`config.mk`:
```
export PLATFORM = sky130hd
export DESIGN_NAME = cpp_axis
export DESIGN_NICKNAME = d
export VERILOG_FILES = /design/src/hw/rtl/cpp_pkg.sv /design/src/hw/rtl/cpp_axis.sv
export SDC_FILE = /design/constraint.sdc
export NUM_CORES = 2
export LEC_CHECK = 0
export BUFFER_PORTS_ARGS = -buffer_cell sky130_fd_sc_hd__buf_2
export CORE_MARGIN = 3
export CORE_UTILIZATION = 30
export DETAILED_ROUTE_END_ITERATION = 10
export PLACE_DENSITY_LB_ADDON = 0.25
export SLEW_MARGIN = 5
export SYNTH_ARGS = -nofsm -noshare
export SYNTH_HDL_FRONTEND = slang
export SYNTH_SLANG_ARGS = --single-unit
```
`constraint.sdc`:
```
create_clock -name clk -period 27 [get_ports clk]
set_input_delay 1.35 -clock clk [delete_from_list [all_inputs] [get_ports clk]]
set_output_delay 1.35 -clock clk [all_outputs]
set_load 0.02 [all_outputs]
```
`src/hw/rtl/cpp_pkg.sv`:
```
// Shared constants and types for the camera point projection block.
// No dependencies.
`default_nettype none
package cpp_pkg;
  localparam int NUM_CAMERAS_DEF = 4;
  localparam int FRAC_BITS_DEF   = 16;
  localparam int WORDS_PER_CAM   = 20;
  localparam int MATRIX_WORDS    = 16;
  localparam int PRODUCT_WORDS   = 12;
  localparam int WORD_VW         = 16;
  localparam int WORD_VH         = 17;
  localparam int WORD_VX         = 18;
  localparam int WORD_VY         = 19;
  localparam int DEPTH_BIAS      = 5000;
  localparam int DEPTH_MAX       = 10000;
  localparam int DEGEN_SCALE     = 100;
  localparam int QUOT_W          = 42;
  localparam int QUOT_CAP_BIT    = 40;

  localparam logic KIND_POINT = 1'b0;
  localparam logic KIND_LOAD  = 1'b1;

  typedef struct packed {
    logic start;
    logic minus;
  } axis_ctl_t;
endpackage
`default_nettype wire

```
`src/hw/rtl/cpp_axis.sv`:
```
// Screen axis mapping: trunc(size/2 +/- t*size/(2*tw)) + off, saturated.
// Two-pass wide multiply, bit-serial restoring divide. Uses cpp_pkg.
`default_nettype none
module cpp_axis #(
  parameter int T_W = 51
) (
  input  wire logic                  clk,
  input  wire logic                  rst,
  input  wire cpp_pkg::axis_ctl_t    ctl,
  input  wire logic signed [T_W-1:0] t,
  input  wire logic signed [T_W-1:0] tw,
  input  wire logic signed [31:0]    size,
  input  wire logic signed [31:0]    off,
  output logic                       done,
  output logic signed [31:0]         result
);
  localparam int N_W   = T_W + 32;
  localparam int R_W   = T_W + 2;
  localparam int Q_W   = cpp_pkg::QUOT_W;
  localparam int A_W   = Q_W + 2;
  localparam int CNT_W = $clog2(N_W + 1);

  typedef enum logic [6:0] {
    A_IDLE = 7'b0000001,
    A_MLO  = 7'b0000010,
    A_MHI  = 7'b0000100,
    A_SUM  = 7'b0001000,
    A_DIV  = 7'b0010000,
    A_FIN1 = 7'b0100000,
    A_FIN2 = 7'b1000000
  } axis_state_t;

  axis_state_t state;
  logic [T_W-1:0]   t_mag;
  logic [T_W:0]     den;
  logic [31:0]      s_mag;
  logic             neg;
  logic signed [31:0] half;
  logic signed [31:0] off_r;
  logic [63:0]      p_lo;
  logic [63:0]      prod;
  logic [N_W-1:0]   num;
  logic [R_W-1:0]   rem;
  logic [Q_W-1:0]   q;
  logic             big;
  logic [CNT_W-1:0] cnt;
  logic signed [A_W-1:0] a_r;

  logic [31:0]      mul_a;
  logic [R_W-1:0]   rem_sh;
  logic [R_W:0]     diff;
  logic             ge;
  logic [Q_W-1:0]   qv;
  logic signed [A_W-1:0] a_raw;
  logic signed [A_W-1:0] a_fix;
  logic signed [A_W:0]   s_sum;
  logic [T_W-1:0]   tw_mag;

  assign mul_a  = (state == A_MLO) ? t_mag[31:0] : 32'(t_mag[T_W-1:32]);
  assign rem_sh = {rem[R_W-2:0], num[N_W-1]};
  assign diff   = {1'b0, rem_sh} - (R_W+1)'(den);
  assign ge     = !diff[R_W];
  assign qv     = big ? (Q_W'(1) << cpp_pkg::QUOT_CAP_BIT) : q;
  assign a_raw  = neg ? (A_W'(half) - A_W'(qv)) : (A_W'(half) + A_W'(qv));
  assign tw_mag = tw[T_W-1] ? T_W'(-tw) : T_W'(tw);

  always_comb begin
    a_fix = a_raw;
    if (rem != '0) begin
      if (!neg && a_raw < 0)     a_fix = a_raw + A_W'(1);
      else if (neg && a_raw > 0) a_fix = a_raw - A_W'(1);
    end
  end

  assign s_sum = (A_W+1)'(a_r) + (A_W+1)'(off_r);

  always_ff @(posedge clk) begin
    if (rst) begin
      state <= A_IDLE;
      done  <= 1'b0;
    end else begin
      done <= 1'b0;
      unique case (state)
        A_IDLE: if (ctl.start) begin
          t_mag <= t[T_W-1] ? T_W'(-t) : T_W'(t);
          den   <= {tw_mag, 1'b0};
          s_mag <= size[31] ? 32'(-size) : 32'(size);
          neg   <= ctl.minus ^ t[T_W-1] ^ size[31] ^ tw[T_W-1];
          half  <= size / 2;
          off_r <= off;
          state <= A_MLO;
        end
        A_MLO: begin
          prod  <= mul_a * s_mag;
          state <= A_MHI;
        end
        A_MHI: begin
          p_lo  <= prod;
          prod  <= mul_a * s_mag;
          state <= A_SUM;
        end
        A_SUM: begin
          num   <= N_W'(p_lo) + (N_W'(prod) << 32);
          rem   <= '0;
          q     <= '0;
          big   <= 1'b0;
          cnt   <= '0;
          state <= A_DIV;
        end
        A_DIV: begin
          rem <= ge ? diff[R_W-1:0] : rem_sh;
          q   <= {q[Q_W-2:0], ge};
          big <= big | q[Q_W-1];
          num <= {num[N_W-2:0], 1'b0};
          cnt <= cnt + CNT_W'(1);
          if (cnt == CNT_W'(N_W - 1)) state <= A_FIN1;
        end
        A_FIN1: begin
          a_r   <= a_fix;
          state <= A_FIN2;
        end
        A_FIN2: begin
          if (s_sum > (A_W+1)'(32'sh7fffffff))       result <= 32'sh7fffffff;
          else if (s_sum < -(A_W+1)'(33'sh80000000)) result <= 32'sh80000000;
          else                                      result <= s_sum[31:0];
          done  <= 1'b1;
          state <= A_IDLE;
        end
        default: state <= A_IDLE;
      endcase
    end
  end
endmodule
`default_nettype wire

```
* Word level (Yosys, flattened, before mapping)
Index checks and enable logic that the tools add are counted.
** Storage, ports and cells
- Logic and storage cells :: 87
- Register bits :: 597
- Output and inout bits :: 33
** Operators by class
- Reduce and logical (&&, ||, !) cells :: 14
- Multiply operators :: 1
- Add/sub/neg operators :: 12
- Magnitude comparators :: 4
- Bitwise gates (word level) :: 6
- Muxes and demuxes :: 20
- Eq/ne operators :: 10
** Operator list (number)
- $mux W44 :: 4
- $pmux W83 S2 :: 1
- $pmux W53 S2 :: 1
- $neg A51 Y51 :: 2
- $mux W50 :: 2
- $pmux W42 S2 :: 1
- $add A64 B83 Y83 :: 1
- $mul A32 B32 Y64 :: 1
- $mux W32 :: 2
- $sub A53 B52 Y54 :: 1
- $mux W53 :: 1
- $reduce_bool A53 Y1 :: 1
- $add A44 B32 Y45 :: 1
- $gt A45 B32 Y1 const B :: 1
- $lt A45 B32 Y1 const B :: 1
- $add A32 B43 Y44 :: 1
- $add A44 B2 Y44 const B :: 1
- $gt A44 B1 Y1 const B :: 1
- $lt A44 B1 Y1 const B :: 1
- $sub A32 B43 Y44 :: 1
- $sub A44 B2 Y44 const B :: 1
- $mux W42 :: 1
- $pmux W7 S6 :: 1
- $add A32 B1 Y32 :: 1
- other kinds (25) :: 37

* Longest topological paths before layout
- Word-level depth :: 8
- Mapped depth :: 36

* Worst setup path before layout
OpenSTA, ideal clock, no wires.
- Kind :: input to register
- Start point :: in rst
- End point :: reg den[10], enable pin
- Stages :: 1
- Path buffers :: 0
- Slack :: 10.348 ns
- Data required time :: 25.957 ns
- Arrival :: 15.610 ns
- Cells stage by stage :: nor3b_1
** On the way
- Cells in the longest elaborated chain, start to end :: 2
** Ends and longest elaborated chain
- from (decl) :: line cpp_axis.sv:8 : input wire logic rst,
- $not A1 Y1 (no source line)
- $reduce_and A3 Y1 (no source line)
- to (signal assigned) :: line cpp_axis.sv:86 : den <= {tw_mag, 1'b0};
- to (decl) :: line cpp_axis.sv:35 : logic [T_W:0] den;
No other way between the ends.
A chain may end at the register's enable or synchronous reset.

* Worst setup path in the final report
- Start point :: reg state[6]
- End point :: reg prod[61] (data pin)
** On the way
- Cells in the longest elaborated chain, start to end :: 3
** Ends and longest elaborated chain
- from (decl) :: line cpp_axis.sv:33 : axis_state_t state;
- from (signal assigned) :: line cpp_axis.sv:79 : state <= A_IDLE;
- from (signal assigned) :: line cpp_axis.sv:91 : state <= A_MLO;
- from (signal assigned) :: line cpp_axis.sv:95 : state <= A_MHI;
- $eq A7 B2 Y1 :: line cpp_axis.sv:59, cpp_axis.sv:83
- $mux W32 :: line cpp_axis.sv:59 : assign mul_a = (state == A_MLO) ? t_mag[31:0] : 32'(t_mag[T_W-1:32]);
- $mul A32 B32 Y64 :: line cpp_axis.sv:94, cpp_axis.sv:99
- to (signal assigned) :: line cpp_axis.sv:94 : prod <= mul_a * s_mag;
- to (signal assigned) :: line cpp_axis.sv:99 : prod <= mul_a * s_mag;
- to (decl) :: line cpp_axis.sv:41 : logic [63:0] prod;
No other way between the ends.

==> impl_metrics.yaml <==
global_routing:
  grt_max_degree: 95
  grt_overflow: 0
  grt_first_pass_wirelength_mm: 322.1
  grt_use_total: 0.1685
  grt_pass1_vias: 54700
  antenna_found_initial: 9
setup_path:
  r2r-start: "state[6]"
  crit_family: "adder cells"
  cp_common_cell: "fa_1"
  cp_num_buf_inv: 8
  crit_fanout: 71
  cpPeakStageDelay_ns: 0.89
  path_class: "reg2reg"
  critPathLaunch: "state[6]"
  slowest_stage: "mux2_2"
  start_kind: "flip-flop"
  rrSetupSlack_ns: 15.53
  cp.required_ns: 27.39
  end_kind: "flip-flop"
  arrival_ns: 11.87
route:
  drc: 0
  drt-vias-per-instance: 4.974
  num_vias: 52680
  dr.pass1.iters: 6
  drt-wirelength-per-cell_microns: 19.43
  ant_nets: 0
  drt_iter0_markers: 3255
  drt_wl_total_mm: 205.8
die:
  row_count: 177
  io_pins: 203
  die_area_sq_mm: 0.2420
  fp.dieW_microns: 491.9
  start_util: 0.3032
  fp.dieH_microns: 491.9
  core_sq_mm: 0.2336
clock_network:
  cts-root-buf: "clkbuf_16"
  worstSkewPairLatency_ns: 0.72
  cts.htree.levels: 3
  clock_path_buffers: 3
  cts.sinks: 597
  postCtsSetupRepairBufs: 0
  cts_tree: "yes"
  cts_buffers: 73
  clk_pin_slew_ns: 0.06
  ctsResizeCount: 0
  postCtsHoldBufs: 0
placement:
  dp_hpwl_mm: 156.0
  place_ws_ns: 15.61
  port_buffers: 202
  postPlaceCellArea_sq_mm: 0.07515
  placed_cells: 10460
  place_congestion: 0.8718
final_layout:
  drive_gt1_frac: 0.06720
  syn_to_final_growth_pct: 9.516
  stdcell_count: 10590
  nNetsFinal: 8913
  fin_area_sq_mm: 0.07758
timing:
  worst_pin_slew_ns: 1.039
  finalHoldViolations: 0
  tns_ns: 0
  setup_slack_ns: 15.53
  slew_headroom: 0.3073
  report.final.slew_viol_count: 0
  setup_viol: 0
  fmax_mhz: 87.15
  finalCriticalPeriod_ns: 11.47
  rsz0062_at_grt: "false"
  skew_ns: 0.04578
  period_share: 0.4250
synth:
  synth_async_sr_flop_share: 0
  ys_seq_area_frac: 0.2519
  synth_common_cells: "inv_1, fa_1, nand2_1"
  synth_seq_cells: 597
  synth.net_count: 8922
  synth.top_cells.by_area: "fa_1, edfxtp_1, ha_1"
  synth_warnings: 0
  synth_cell_types: 87
  yosysTopAreaCellShare: 0.2543
  avgSynthCellArea_sq_um: 9.563
  synth_most_common_cell: "inv_1"
  synth_edf_count: 589
  syn_inst: 7408
  synthFlopType: "edfxtp_1"
  syn_area_sq_mm: 0.07084
  synth_top_area_cell: "fa_1"
hold_path:
  hp-start: "prod[61]"
  worstHoldPathType: "reg2reg"
flow_run:
  cap_violations: 0
outcome:
  status: "finished clean"
## sequential cells by signal, indices dropped and copies added (netlist names)
register / cells
num: 83
p_lo: 64
prod: 64
rem: 53
den: 51
t_mag: 51
a_r: 44
q: 42
half: 32
off_r: 32
result: 32
s_mag: 32
cnt: 7
state: 7
big: 1
done: 1
neg: 1
## final cells by class
cell class	count	area (sq um)
antenna	4	10.01
clock buffer	85	1902
clock inverter	46	520.5
fill	24120	156100
inverter	1007	3780
multi-input combinational	5418	47840
sequential	597	17850
tap	3132	3919
timing repair buffer	302	1764
## cell usage in the layout, fill, tap and decap left out, types with 52 or more instances in the layout
cell / n
inv_1: 1006
clkbuf_16: 73
buf_4: 99
xor2_1: 116
ha_1: 444
a21oi_1: 287
o21ai_0: 279
xnor2_1: 335
and2_1: 461
a21o_1: 160
nand4_1: 68
nor3_1: 101
nand3_1: 113
nor2_1: 288
edfxtp_1: 589
fa_1: 900
buf_2: 202
and3_1: 247
nand2_1: 861
nor2b_1: 52
## per-stage QoR
| step | hold WS (ns) | utilization |
|---|---|---|
| finish | 0.4200 | 0.3321 |
| detailed placement | 0.4071 | 0.3217 |
| global route | 0.4400 | 0.3321 |
| global placement | 0.4098 | 0.3216 |
| floorplan | 0.4003 | - |
| CTS | 0.4227 | 0.3320 |
## routing by layer
layer / track usage / vias to the layer above / routed length [microns]
li1: - / 24570 / -
met4: 0.05439 / 2 / 6875
met5: 0 / - / 13
met1: 0.2258 / 26570 / 91410
met2: 0.2828 / 1261 / 97940
met3: 0.02022 / 268 / 9578
## worst paths after layout
kind / end / cells after the start
setup / recovery: prod[61] / 32
setup reg to reg: prod[61] / 32
hold reg to reg: p_lo[61] / 0
hold / removal: p_lo[61] / 0
## logic make-up after synthesis
group / share of synthesized area
adder cells (fa/ha/maj): 0.3327
AND/OR/NAND/NOR: 0.1754
buffers and inverters: 0.07414
multiplexers: 0.006641
XOR/XNOR: 0.05599
AO/OA/AOI/OAI: 0.1032
flip-flops: 0.2519
Power is not shown: default switching activity piles up to over one toggle a cycle in this logic, so the estimate is an artifact.
